<file path="src/rgb_row_resampler_macros.svh">
// Assertion helpers shared by the resampler sources.
`ifndef RGB_ROW_RESAMPLER_MACROS_SVH
`define RGB_ROW_RESAMPLER_MACROS_SVH

// Same-cycle implication, checked outside reset.
`define ASSERT_IMP(lbl, ante, cons, msg) \
	lbl: assert property (@(posedge clk) disable iff (!arst_n) (ante) |-> (cons)) \
		else $error(msg);

// Next-cycle implication, checked outside reset.
`define ASSERT_NXT(lbl, ante, cons, msg) \
	lbl: assert property (@(posedge clk) disable iff (!arst_n) (ante) |=> (cons)) \
		else $error(msg);

`endif

</file>
<file path="src/rrr_pkg.sv">
`timescale 1ns / 1ps
package rrr_pkg;
	localparam int CFG_W         = 13;
	localparam int PIX_W         = 8;
	localparam int MAX_WIDTH_DEF = 4096;
	localparam int WEIGHT_DEF    = 12;
	localparam int RESULT_CAP    = 64;

	// Register indexes on the configuration port
	localparam logic REG_SRC_WIDTH = 1'b0;
	localparam logic REG_DST_WIDTH = 1'b1;

	typedef struct packed {
		logic busy;
		logic done;
	} div_stat_t;
endpackage

</file>
<file path="src/rrr_div.sv">
`timescale 1ns / 1ps
module rrr_div import rrr_pkg::*; #(
	parameter int NW = 33,
	parameter int DW = 25
) (
	input  logic          clk,
	input  logic          arst_n,
	input  logic          start,
	input  logic [NW-1:0] num,
	input  logic [DW-1:0] den,
	output logic [NW-1:0] quo,
	output div_stat_t     stat
);
	localparam int CW = $clog2(NW + 1);

	logic [CW-1:0] cnt_q;
	logic          busy_q;
	logic          done_q;
	logic [DW-1:0] rem_q;
	logic [NW-1:0] qs_q;
	logic [DW-1:0] den_q;
	logic [DW:0]   trial;
	logic [DW:0]   diff;

	// Restoring division, one quotient bit per cycle
	assign trial = {rem_q, qs_q[NW-1]};
	assign diff  = trial - {1'b0, den_q};

	always_ff @(posedge clk or negedge arst_n) begin
		if (!arst_n) begin
			busy_q <= 1'b0;
			done_q <= 1'b0;
			cnt_q  <= '0;
		end else begin
			done_q <= 1'b0;
			if (start) begin
				busy_q <= 1'b1;
				cnt_q  <= CW'(NW);
			end else if (busy_q) begin
				cnt_q <= cnt_q - CW'(1);
				if (cnt_q == CW'(1)) begin
					busy_q <= 1'b0;
					done_q <= 1'b1;
				end
			end
		end
	end

	always_ff @(posedge clk) begin
		if (start) begin
			rem_q <= '0;
			qs_q  <= num;
			den_q <= den;
		end else if (busy_q) begin
			if (!diff[DW]) begin
				rem_q <= diff[DW-1:0];
				qs_q  <= {qs_q[NW-2:0], 1'b1};
			end else begin
				rem_q <= trial[DW-1:0];
				qs_q  <= {qs_q[NW-2:0], 1'b0};
			end
		end
	end

	assign quo       = qs_q;
	assign stat.busy = busy_q;
	assign stat.done = done_q;
endmodule

</file>
<file path="src/rgb_row_resampler.sv">
`timescale 1ns / 1ps
// Channel   Dir  Payload                                  Handshake
// s_*       in   tdata: red_in, green_in, blue_in          tvalid/tready
// m_*       out  tdata: red, green, blue; tlast: last of   tvalid/tready
//                run; tuser: row_end, config_error
// cfg_*     in   cfg_index selects width, cfg_data value    cfg_we
//
// One source pixel at a time. Equal widths and downscale without a finished
// pixel need no division; downscale with one runs 4 serial divisions of
// NW = 21+WEIGHT_BITS bits plus control. Upscale runs one division per
// result on the one bit-serial divider.
// Reset clears widths to 1 and all row state; the row also restarts on any
// configuration write. A stalled output holds the register; input waits.
`include "rgb_row_resampler_macros.svh"
module rgb_row_resampler import rrr_pkg::*; #(
	parameter int MAX_WIDTH   = MAX_WIDTH_DEF,
	parameter int WEIGHT_BITS = WEIGHT_DEF
) (
	input  logic             clk,
	input  logic             arst_n,
	input  logic             s_tvalid,
	output logic             s_tready,
	input  logic [23:0]      s_tdata,   // [7:0] red_in, [15:8] green_in, [23:16] blue_in
	output logic             m_tvalid,
	input  logic             m_tready,
	output logic [23:0]      m_tdata,   // [7:0] red_out, [15:8] green_out, [23:16] blue_out
	output logic             m_tlast,
	output logic [1:0]       m_tuser,   // [0] row_end, [1] config_error
	input  logic             cfg_we,
	input  logic             cfg_index,
	input  logic [CFG_W-1:0] cfg_data
);
	localparam int ONE_W = WEIGHT_BITS + 1;
	localparam int WS_W  = CFG_W + WEIGHT_BITS;
	localparam int SUM_W = PIX_W + WS_W;
	localparam int BL_W  = PIX_W + WEIGHT_BITS + 1;
	localparam int PR_W  = PIX_W + ONE_W;
	localparam int CNT_W = $clog2(RESULT_CAP) + 1;
	localparam int CMP_W = CFG_W + CNT_W;
	localparam logic [ONE_W-1:0] ONE = ONE_W'(1) << WEIGHT_BITS;

	localparam logic [2:0] ST_IDLE   = 3'd0;
	localparam logic [2:0] ST_DSTART = 3'd1;
	localparam logic [2:0] ST_DWAIT  = 3'd2;
	localparam logic [2:0] ST_USTART = 3'd3;
	localparam logic [2:0] ST_UWAIT  = 3'd4;
	localparam logic [2:0] ST_EMIT   = 3'd5;

	logic [2:0]       state_q;
	logic [CFG_W-1:0] src_w_q, dst_w_q;
	logic [CFG_W-1:0] phase_q, spos_q, dpos_q;
	logic [SUM_W-1:0] rsum_q, gsum_q, bsum_q;
	logic [WS_W-1:0]  wsum_q;
	logic [7:0]       pr_q, pg_q, pb_q;     // previous pixel
	logic [7:0]       cr_q, cg_q, cb_q;     // pixel at work
	logic [1:0]       chan_q;
	logic [ONE_W-1:0] q_q;
	logic [7:0]       qr_q, qg_q;
	logic [CNT_W-1:0] cnt_q;
	logic signed [2:0] delta_q;
	logic [7:0]       res_r_q, res_g_q, res_b_q;
	logic             res_rend_q, res_last_q, res_err_q, cont_q, commit_q;
	logic             m_tvalid_q, m_tlast_q;
	logic [23:0]      m_tdata_q;
	logic [1:0]       m_tuser_q;

	logic             cfg_bad, in_acc, out_free, div_start, do_commit;
	logic [SUM_W-1:0] div_num, quo;
	logic [WS_W-1:0]  div_den;
	div_stat_t        div_st;
	logic [ONE_W-1:0] qcl, pinv;
	logic [7:0]       br, bgc, bb, blr, blg, blb, cmt_r, cmt_g, cmt_b;
	logic [CFG_W:0]   ph_dn, ph_up, ph_upn, dpos_inc;
	logic             wrap, up_cont;
	logic signed [2:0] delta_n;
	logic [CFG_W-1:0] unit, phase_upn;
	logic [SUM_W-1:0] phase_sh;
	logic [CFG_W:0]   spos_inc;

	// Unusable configuration: zero or oversized width, or too many results per pixel
	always_comb begin
		cfg_bad = 1'b0;
		if (src_w_q == '0 || dst_w_q == '0) cfg_bad = 1'b1;
		if (32'(src_w_q) > 32'(MAX_WIDTH) || 32'(dst_w_q) > 32'(MAX_WIDTH)) cfg_bad = 1'b1;
		if (src_w_q < dst_w_q) begin
			if (src_w_q == CFG_W'(1)) begin
				if (32'(dst_w_q) > 32'(RESULT_CAP)) cfg_bad = 1'b1;
			end else if (CMP_W'(dst_w_q - CFG_W'(1)) >
			             CMP_W'(src_w_q - CFG_W'(1)) * CMP_W'(RESULT_CAP)) begin
				cfg_bad = 1'b1;
			end
		end
	end

	assign s_tready = (state_q == ST_IDLE);
	assign in_acc   = s_tvalid && s_tready;
	assign out_free = !m_tvalid_q || m_tready;
	assign unit     = dst_w_q - CFG_W'(1);
	assign phase_sh = SUM_W'({phase_q, {WEIGHT_BITS{1'b0}}});

	// Divider operand select: phase for weights, sums for the colour averages
	always_comb begin
		div_start = (state_q == ST_DSTART) || (state_q == ST_USTART);
		div_num   = phase_sh;
		div_den   = WS_W'(dst_w_q);
		if (state_q == ST_USTART) begin
			div_den = WS_W'(unit);
		end else begin
			case (chan_q)
				2'd1: begin div_num = rsum_q; div_den = wsum_q; end
				2'd2: begin div_num = gsum_q; div_den = wsum_q; end
				2'd3: begin div_num = bsum_q; div_den = wsum_q; end
				default: begin div_num = phase_sh; div_den = WS_W'(dst_w_q); end
			endcase
		end
	end

	rrr_div #(.NW(SUM_W), .DW(WS_W)) u_div (
		.clk   (clk),
		.arst_n(arst_n),
		.start (div_start),
		.num   (div_num),
		.den   (div_den),
		.quo   (quo),
		.stat  (div_st)
	);

	// Clamp weight, then blend base and current pixel
	assign qcl  = (quo > SUM_W'(ONE)) ? ONE : quo[ONE_W-1:0];
	assign pinv = ONE - qcl;
	assign br   = (phase_q != '0) ? pr_q : cr_q;
	assign bgc  = (phase_q != '0) ? pg_q : cg_q;
	assign bb   = (phase_q != '0) ? pb_q : cb_q;

	function automatic logic [7:0] blend(input logic [7:0] a, input logic [7:0] b,
	                                     input logic [ONE_W-1:0] p);
		logic [BL_W-1:0] mix;
		mix = BL_W'(a) * BL_W'(ONE - p) + BL_W'(b) * BL_W'(p);
		return (p == '0) ? a : mix[WEIGHT_BITS +: 8];
	endfunction

	assign blr = blend(br, cr_q, qcl);
	assign blg = blend(bgc, cg_q, qcl);
	assign blb = blend(bb, cb_q, qcl);

	// Upscale step: advance phase, track where the base pixel sits against this one
	assign ph_up     = {1'b0, phase_q} + {1'b0, src_w_q - CFG_W'(1)};
	assign wrap      = ph_up >= {1'b0, unit};
	assign ph_upn    = wrap ? ph_up - {1'b0, unit} : ph_up;
	assign phase_upn = ph_upn[CFG_W-1:0];
	assign delta_n   = delta_q + (wrap ? 3'sd1 : 3'sd0);
	assign dpos_inc  = {1'b0, dpos_q} + (CFG_W+1)'(1);
	assign up_cont   = (dpos_inc < {1'b0, dst_w_q}) &&
	                   (cnt_q + CNT_W'(1) < CNT_W'(RESULT_CAP)) &&
	                   ((delta_n == 3'sd0 && phase_upn == '0) ||
	                    (delta_n == -3'sd1 && phase_upn != '0));
	assign ph_dn     = {1'b0, phase_q} + {1'b0, dst_w_q};

	// Row bookkeeping once a pixel is done
	always_comb begin
		do_commit = 1'b0;
		cmt_r = cr_q;
		cmt_g = cg_q;
		cmt_b = cb_q;
		if (state_q == ST_IDLE) begin
			cmt_r = s_tdata[7:0];
			cmt_g = s_tdata[15:8];
			cmt_b = s_tdata[23:16];
			if (in_acc && !cfg_bad) begin
				if (src_w_q > dst_w_q) do_commit = ph_dn < {1'b0, src_w_q};
				else if (src_w_q < dst_w_q) do_commit = dpos_q >= dst_w_q;
			end
		end else if (state_q == ST_EMIT) begin
			do_commit = out_free && !cont_q && commit_q;
		end
	end
	assign spos_inc = {1'b0, spos_q} + (CFG_W+1)'(1);

	always_ff @(posedge clk or negedge arst_n) begin
		if (!arst_n) begin
			state_q  <= ST_IDLE;
			src_w_q  <= CFG_W'(1);
			dst_w_q  <= CFG_W'(1);
			phase_q  <= '0;
			spos_q   <= '0;
			dpos_q   <= '0;
			rsum_q   <= '0;
			gsum_q   <= '0;
			bsum_q   <= '0;
			wsum_q   <= '0;
			pr_q     <= '0;
			pg_q     <= '0;
			pb_q     <= '0;
			chan_q   <= '0;
			cnt_q    <= '0;
			delta_q  <= '0;
			cont_q   <= 1'b0;
			commit_q <= 1'b0;
			m_tvalid_q <= 1'b0;
		end else begin
			if (m_tready) m_tvalid_q <= 1'b0;
			case (state_q)
				ST_IDLE: begin
					if (in_acc) begin
						if (cfg_bad) begin
							// one error result, row state untouched
							res_r_q <= '0; res_g_q <= '0; res_b_q <= '0;
							res_rend_q <= 1'b0;
							res_last_q <= 1'b1;
							res_err_q  <= 1'b1;
							cont_q     <= 1'b0;
							commit_q   <= 1'b0;
							state_q    <= ST_EMIT;
						end else if (src_w_q == dst_w_q) begin
							// pass through
							res_r_q <= s_tdata[7:0];
							res_g_q <= s_tdata[15:8];
							res_b_q <= s_tdata[23:16];
							res_rend_q <= dpos_inc >= {1'b0, dst_w_q};
							res_last_q <= 1'b1;
							res_err_q  <= 1'b0;
							dpos_q     <= dpos_inc[CFG_W-1:0];
							cont_q     <= 1'b0;
							commit_q   <= 1'b1;
							state_q    <= ST_EMIT;
						end else if (src_w_q > dst_w_q) begin
							if (ph_dn >= {1'b0, src_w_q}) begin
								// boundary crossed: find the split weight first
								phase_q <= CFG_W'(ph_dn - {1'b0, src_w_q});
								chan_q  <= 2'd0;
								state_q <= ST_DSTART;
							end else begin
								phase_q <= ph_dn[CFG_W-1:0];
								rsum_q <= rsum_q + SUM_W'({s_tdata[7:0], {WEIGHT_BITS{1'b0}}});
								gsum_q <= gsum_q + SUM_W'({s_tdata[15:8], {WEIGHT_BITS{1'b0}}});
								bsum_q <= bsum_q + SUM_W'({s_tdata[23:16], {WEIGHT_BITS{1'b0}}});
								wsum_q <= wsum_q + WS_W'(ONE);
							end
						end else if (dpos_q < dst_w_q) begin
							delta_q <= (phase_q != '0) ? -3'sd1 : 3'sd0;
							cnt_q   <= '0;
							state_q <= ST_USTART;
						end
					end
				end
				ST_DSTART: state_q <= ST_DWAIT;
				ST_DWAIT: begin
					if (div_st.done) begin
						case (chan_q)
							2'd0: begin
								// finishing pixel takes the remaining weight
								q_q    <= qcl;
								rsum_q <= rsum_q + SUM_W'(PR_W'(pinv) * PR_W'(cr_q));
								gsum_q <= gsum_q + SUM_W'(PR_W'(pinv) * PR_W'(cg_q));
								bsum_q <= bsum_q + SUM_W'(PR_W'(pinv) * PR_W'(cb_q));
								wsum_q <= wsum_q + WS_W'(pinv);
								chan_q <= 2'd1;
								state_q <= ST_DSTART;
							end
							2'd1: begin
								qr_q <= quo[7:0];
								chan_q <= 2'd2;
								state_q <= ST_DSTART;
							end
							2'd2: begin
								qg_q <= quo[7:0];
								chan_q <= 2'd3;
								state_q <= ST_DSTART;
							end
							default: begin
								// emit the average, seed sums with the carried-over part
								res_r_q <= (wsum_q == '0) ? 8'd0 : qr_q;
								res_g_q <= (wsum_q == '0) ? 8'd0 : qg_q;
								res_b_q <= (wsum_q == '0) ? 8'd0 : quo[7:0];
								res_rend_q <= dpos_inc >= {1'b0, dst_w_q};
								res_last_q <= 1'b1;
								res_err_q  <= 1'b0;
								dpos_q <= dpos_inc[CFG_W-1:0];
								rsum_q <= SUM_W'(PR_W'(q_q) * PR_W'(cr_q));
								gsum_q <= SUM_W'(PR_W'(q_q) * PR_W'(cg_q));
								bsum_q <= SUM_W'(PR_W'(q_q) * PR_W'(cb_q));
								wsum_q <= WS_W'(q_q);
								cont_q   <= 1'b0;
								commit_q <= 1'b1;
								chan_q   <= 2'd0;
								state_q  <= ST_EMIT;
							end
						endcase
					end
				end
				ST_USTART: state_q <= ST_UWAIT;
				ST_UWAIT: begin
					if (div_st.done) begin
						res_r_q <= blr;
						res_g_q <= blg;
						res_b_q <= blb;
						res_rend_q <= dpos_inc >= {1'b0, dst_w_q};
						res_last_q <= !up_cont;
						res_err_q  <= 1'b0;
						dpos_q  <= dpos_inc[CFG_W-1:0];
						cnt_q   <= cnt_q + CNT_W'(1);
						phase_q <= phase_upn;
						delta_q <= delta_n;
						cont_q   <= up_cont;
						commit_q <= 1'b1;
						state_q  <= ST_EMIT;
					end
				end
				ST_EMIT: begin
					// hold until the output register frees up
					if (out_free) begin
						m_tvalid_q <= 1'b1;
						state_q <= cont_q ? ST_USTART : ST_IDLE;
					end
				end
				default: state_q <= ST_IDLE;
			endcase

			if (do_commit) begin
				pr_q <= cmt_r;
				pg_q <= cmt_g;
				pb_q <= cmt_b;
				if (spos_inc >= {1'b0, src_w_q}) begin
					phase_q <= '0; spos_q <= '0; dpos_q <= '0;
					rsum_q <= '0; gsum_q <= '0; bsum_q <= '0; wsum_q <= '0;
				end else begin
					spos_q <= spos_inc[CFG_W-1:0];
				end
			end

			// configuration write: store width, restart the row
			if (cfg_we) begin
				if (cfg_index == REG_SRC_WIDTH) src_w_q <= cfg_data;
				else if (cfg_index == REG_DST_WIDTH) dst_w_q <= cfg_data;
				phase_q <= '0; spos_q <= '0; dpos_q <= '0;
				rsum_q <= '0; gsum_q <= '0; bsum_q <= '0; wsum_q <= '0;
			end
		end
	end

	// Pixel at work, captured on input accept; output payload register, loaded with the transaction leaving EMIT
	always_ff @(posedge clk) begin
		if (state_q == ST_IDLE && in_acc) begin
			cr_q <= s_tdata[7:0];
			cg_q <= s_tdata[15:8];
			cb_q <= s_tdata[23:16];
		end
		if (state_q == ST_EMIT && out_free) begin
			m_tdata_q <= {res_b_q, res_g_q, res_r_q};
			m_tlast_q <= res_last_q;
			m_tuser_q <= {res_err_q, res_rend_q};
		end
	end

	assign m_tvalid = m_tvalid_q;
	assign m_tdata  = m_tdata_q;
	assign m_tlast  = m_tlast_q;
	assign m_tuser  = m_tuser_q;

	`ASSERT_IMP(a_err_zero, m_tvalid && m_tuser[1], m_tdata == '0 && m_tlast, "error result not blank")
	`ASSERT_IMP(a_div_wait, div_st.done, state_q == ST_DWAIT || state_q == ST_UWAIT, "stray divider result")
	`ASSERT_IMP(a_dest_bound, !cfg_bad, dpos_q <= dst_w_q, "destination position past row end")
	`ASSERT_IMP(a_run_cap, state_q == ST_UWAIT, cnt_q < CNT_W'(RESULT_CAP), "too many results for one pixel")
	`ASSERT_NXT(a_emit_load, state_q == ST_EMIT && out_free, m_tvalid, "result not presented")
endmodule

</file>
<file path="config.mk">
export PLATFORM = sky130hd
export DESIGN_NAME = rgb_row_resampler
export DESIGN_NICKNAME = d
export VERILOG_FILES = /design/src/rrr_pkg.sv /design/src/rrr_div.sv /design/src/rgb_row_resampler.sv
export VERILOG_INCLUDE_DIRS = /design/src /design/src/src
export SDC_FILE = /design/constraint.sdc
export NUM_CORES = 2
export LEC_CHECK = 0
export BUFFER_PORTS_ARGS = -buffer_cell sky130_fd_sc_hd__buf_2
export CAP_MARGIN = 20
export CORE_MARGIN = 3
export CORE_UTILIZATION = 40
export DETAILED_ROUTE_END_ITERATION = 10
export PLACE_DENSITY_LB_ADDON = 0.25
export SLEW_MARGIN = 0
export SYNTH_ARGS = -nofsm -noshare
export SYNTH_HDL_FRONTEND = slang
export SYNTH_SLANG_ARGS = --single-unit
</file>
<file path="constraint.sdc">
create_clock -name clk -period 9.62 [get_ports clk]
set_input_delay 1.924 -clock clk [delete_from_list [all_inputs] [get_ports clk]]
set_output_delay 1.924 -clock clk [all_outputs]
set_load 0.01 [all_outputs]
</file>
==> flow_metrics.env <==
export IMPL_synthTopCellsByArea="fa_1, ha_1, dfrtp_1"
export IMPL_drive_above_1_share=0.05780
export IMPL_grt_pass1_wl_mm=382.9
export IMPL_first_global_vias=59390
export IMPL_cts_buffers=57
export IMPL_finish_utilization=0.4353
export IMPL_final_cells=10390
export IMPL_start_util=0.4045
export IMPL_cts_sinks=429
export IMPL_gp_congestion=0.9464
export IMPL_drc_errors=0
export IMPL_setup_viol=0
export IMPL_ys_warn_count=0
export IMPL_top_usage_layer="met2"
export IMPL_synth_edf_count=165
export IMPL_vias_per_cell=5.733
export IMPL_worst_pin_slew_ns=1.178
export IMPL_min_path_type="register to register"
export IMPL_slew_headroom=0.2120
export IMPL_fp_dieH_microns=426.7
export IMPL_synth_top_area_share=0.2817
export IMPL_first_iter_violations=6133
export IMPL_power_frac_comb=0.234
export IMPL_core_sq_um=175000
export IMPL_netlist_area_sq_um=70780
export IMPL_clk_pin_slew_ns=0.07
export IMPL_clk_latency_ns=0.71
export IMPL_min_to="m_tlast"
export IMPL_clockBufferDepth=3
export IMPL_cpMostUsedCell="fa_1"
export IMPL_ys_flop_type="dfrtp_1"
export IMPL_synth_most_common_cell="inv_1"
export IMPL_holdWs_ns=0.4225
export IMPL_final_nets=9664
export IMPL_use_met2=0.4282
export IMPL_reg2reg_to="res_g_q[7]"
export IMPL_r2r_start="u_div.quo[2]"
export IMPL_syn_inst=8086
export IMPL_p_switching_mw=1.850
export IMPL_syn_to_final_growth_pct=7.599
export IMPL_cts_htree_levels=2
export IMPL_hold_viol=0
export IMPL_die_w_microns=426.7
export IMPL_fin_worst_skew_ns=0.06810
export IMPL_worst_slack_ns=0.3465
export IMPL_yosys_top_cells_count="inv_1, nand2_1, fa_1, ha_1, clkbuf_1"
export IMPL_grt_use_met3=0.05887
export IMPL_cts_tree="built"
export IMPL_drt_first_pass_iters=7
export IMPL_grtUsageTotal=0.2791
export IMPL_yosysTopAreaCell="fa_1"
export IMPL_timing_setup_tns_ns=0
export IMPL_cts_root_buf="clkbuf_16"
export IMPL_slowest_delay_ns=0.59
export IMPL_p_sw_frac=0.3315
export IMPL_overflow=0
export IMPL_grt_setup_unrepaired="false"
export IMPL_reg2reg_depth=29
export IMPL_use_met1=0.3863
export IMPL_crit_type="register to register"
export IMPL_synth_cell_types=101
export IMPL_slew_viol_final=0
export IMPL_post_route_period_util=0.9640
export IMPL_crit_required_ns=10.06
export IMPL_cap_violations=0
export IMPL_ys_seq_area_frac=0.1616
export IMPL_start_kind="register"
export IMPL_port_buffers=71
export IMPL_fmax_mhz=107.8
export IMPL_syn_avg_cell_area_sq_um=8.754
export IMPL_status="completed"
export IMPL_crit_path_end_kind="register"
export IMPL_ys_seq_elements=429
export IMPL_io_pins=72
export IMPL_crit_arrival_ns=9.71
export IMPL_vias=59570
export IMPL_hp_start="res_last_q"
export IMPL_min_path_cells=0
export IMPL_r2r_slack_ns=0.35
export IMPL_internal_power_mw=3.731
export IMPL_rows=153
export IMPL_drt_wl_total_mm=254.2
export IMPL_ant_nets=0
export IMPL_cp_max_fo=17
export IMPL_p_per_area_nw_per_um2=73.27
export IMPL_post_route_min_period_ns=9.273
export IMPL_p_leak_nw=35.61
export IMPL_vdd_drop_max_mv=0.1483
export IMPL_routedWlPerCell_microns=24.46
export IMPL_grt_antenna_before_repair=23
export IMPL_power_frac_seq=0.351
export IMPL_die_area_sq_um=182000
export IMPL_async_reset_ff_frac=0.5571
export IMPL_dp_hpwl_mm=189.3
export IMPL_crit_slowest_cell="or4_1"
export IMPL_dp_cells=10260
export IMPL_grt_max_degree=197
export IMPL_preCtsSetupSlack_ns=0.08718
export IMPL_p_clk_frac=0.414
-- cell usage in the layout (no fill, tap or decap), types with 22 or more instances in the layout --
master / Yosys / final
nor4_1: 40 / 39
inv_1: 1306 / 1303
mux2_2: 47 / 47
nand4_1: 45 / 45
ha_1: 628 / 625
nand2_1: 1030 / 1029
or3_1: 28 / 28
o31ai_1: 26 / 25
nand2b_1: 42 / 41
a31oi_1: 59 / 58
dfrtp_1: 237 / 237
o21a_1: 54 / 54
o21bai_1: 22 / 22
xnor2_1: 195 / 193
a22oi_1: 41 / 41
a222oi_1: 43 / 43
a21oi_1: 322 / 317
xor2_1: 95 / 94
nand3_1: 93 / 93
a211oi_1: 55 / 55
o21ai_0: 354 / 350
buf_2: 21 / 70
clkbuf_16: 0 / 59
dfxtp_1: 25 / 25
conb_1: 2 / 48
mux2i_1: 84 / 84
buf_4: 1 / 172
nor3_1: 103 / 102
and3_1: 252 / 251
nor2b_1: 41 / 41
o211ai_1: 38 / 38
nor2_1: 348 / 341
edfxtp_1: 165 / 165
fa_1: 996 / 996
a221oi_1: 48 / 48
a21o_1: 95 / 94
and2_1: 392 / 391
-- state kept, by name, summed over array words and instances, names as in the netlist, 24 cells and up --
signal / flops
wsum_q: 25
m_tdata: 24
u_div.quo: 33
u_div.rem_q: 25
gsum_q: 33
rsum_q: 33
bsum_q: 33
u_div.den_q: 25
-- metal layers --
metal,vias up,share of wire
met3,478,0.095
met4,10,0.041
met2,2721,0.44
met1,30050,0.42
li1,26320,-
met5,-,0.00027
-- cell type report --
type	instances	area, sq um
diodes	21	52.55
clock buffers	79	1570
clock inverters	28	371.6
fillers	17200	98810
inverters	1309	4913
multi-input cells	5945	53020
flip-flops and latches	429	11440
well taps	2325	2909
repair buffers	255	1883
-- power by group through the flow --
stage                     Combinational (mW)  Clock [mW]  Sequential, mW
after floorplan                        0.885           0            1.96
after detailed placement                1.28           0            1.99
after CTS                               1.29        2.35            1.96
after global routing                    1.43        2.42            1.96
after global placement                  1.27           0            1.99
final                                   1.31        2.31            1.96
-- cells by family (layout without fill, tap and decap cells) --
kind of cell | count (synthesis) | after routing | share of synthesized area
and+or+nand+nor | 2504 | 2504 | 0.1715
buffers and inverters | 1758 | 1671 | 0.09431
adders and majority gates | 1624 | 1624 | 0.3927
AOI/OAI and AO/OA | 1345 | 1345 | 0.1240
DFF | 429 | 429 | 0.1616
xor gates and xnor gates | 290 | 290 | 0.03588
muxes | 134 | 134 | 0.01983
other | 2 | 69 | 0.0001061
-- timing repair --
item | in CTS | in global routing
hold endpoints to repair | 0 | 0
hold buffers | 0 | 0
gates resized for setup | 0 | 4
setup buffers | 0 | 4
setup endpoints to repair | 0 | 14
-- worst max path at each step --
stage	endpoint	from	slack, ns
finish	res_g_q[7]	u_div.quo[2]	0.35
global placement	res_b_q[7]	u_div.quo[2]	0.24
CTS	res_b_q[7]	u_div.quo[2]	0.12
global route	res_g_q[7]	u_div.quo[2]	0.05
floorplan	res_g_q[7]	u_div.quo[3]	0.22
detailed placement	res_b_q[7]	u_div.quo[2]	0.09
-- through the flow --
| stage | total power [mW] | cell area, sq um |
|---|---|---|
| after floorplan | 2.846 | 70950 |
| final | 5.581 | 76160 |
| after CTS | 5.596 | 76010 |
| after global placement | 3.264 | 74050 |
| after global routing | 5.809 | 76120 |
| after detailed placement | 3.275 | 74060 |
-- critical path, delay by kind of cell (launching register included) --
kind                       cells  cell delay, ns
buffers and inverters          6            1.23
and+or+nand+nor                7            2.33
DFF                            1            0.37
AOI/OAI and AO/OA              8            1.95
muxes                          1            0.07
adders and majority gates      7            3.04
Power figures use the tool's default switching activity.
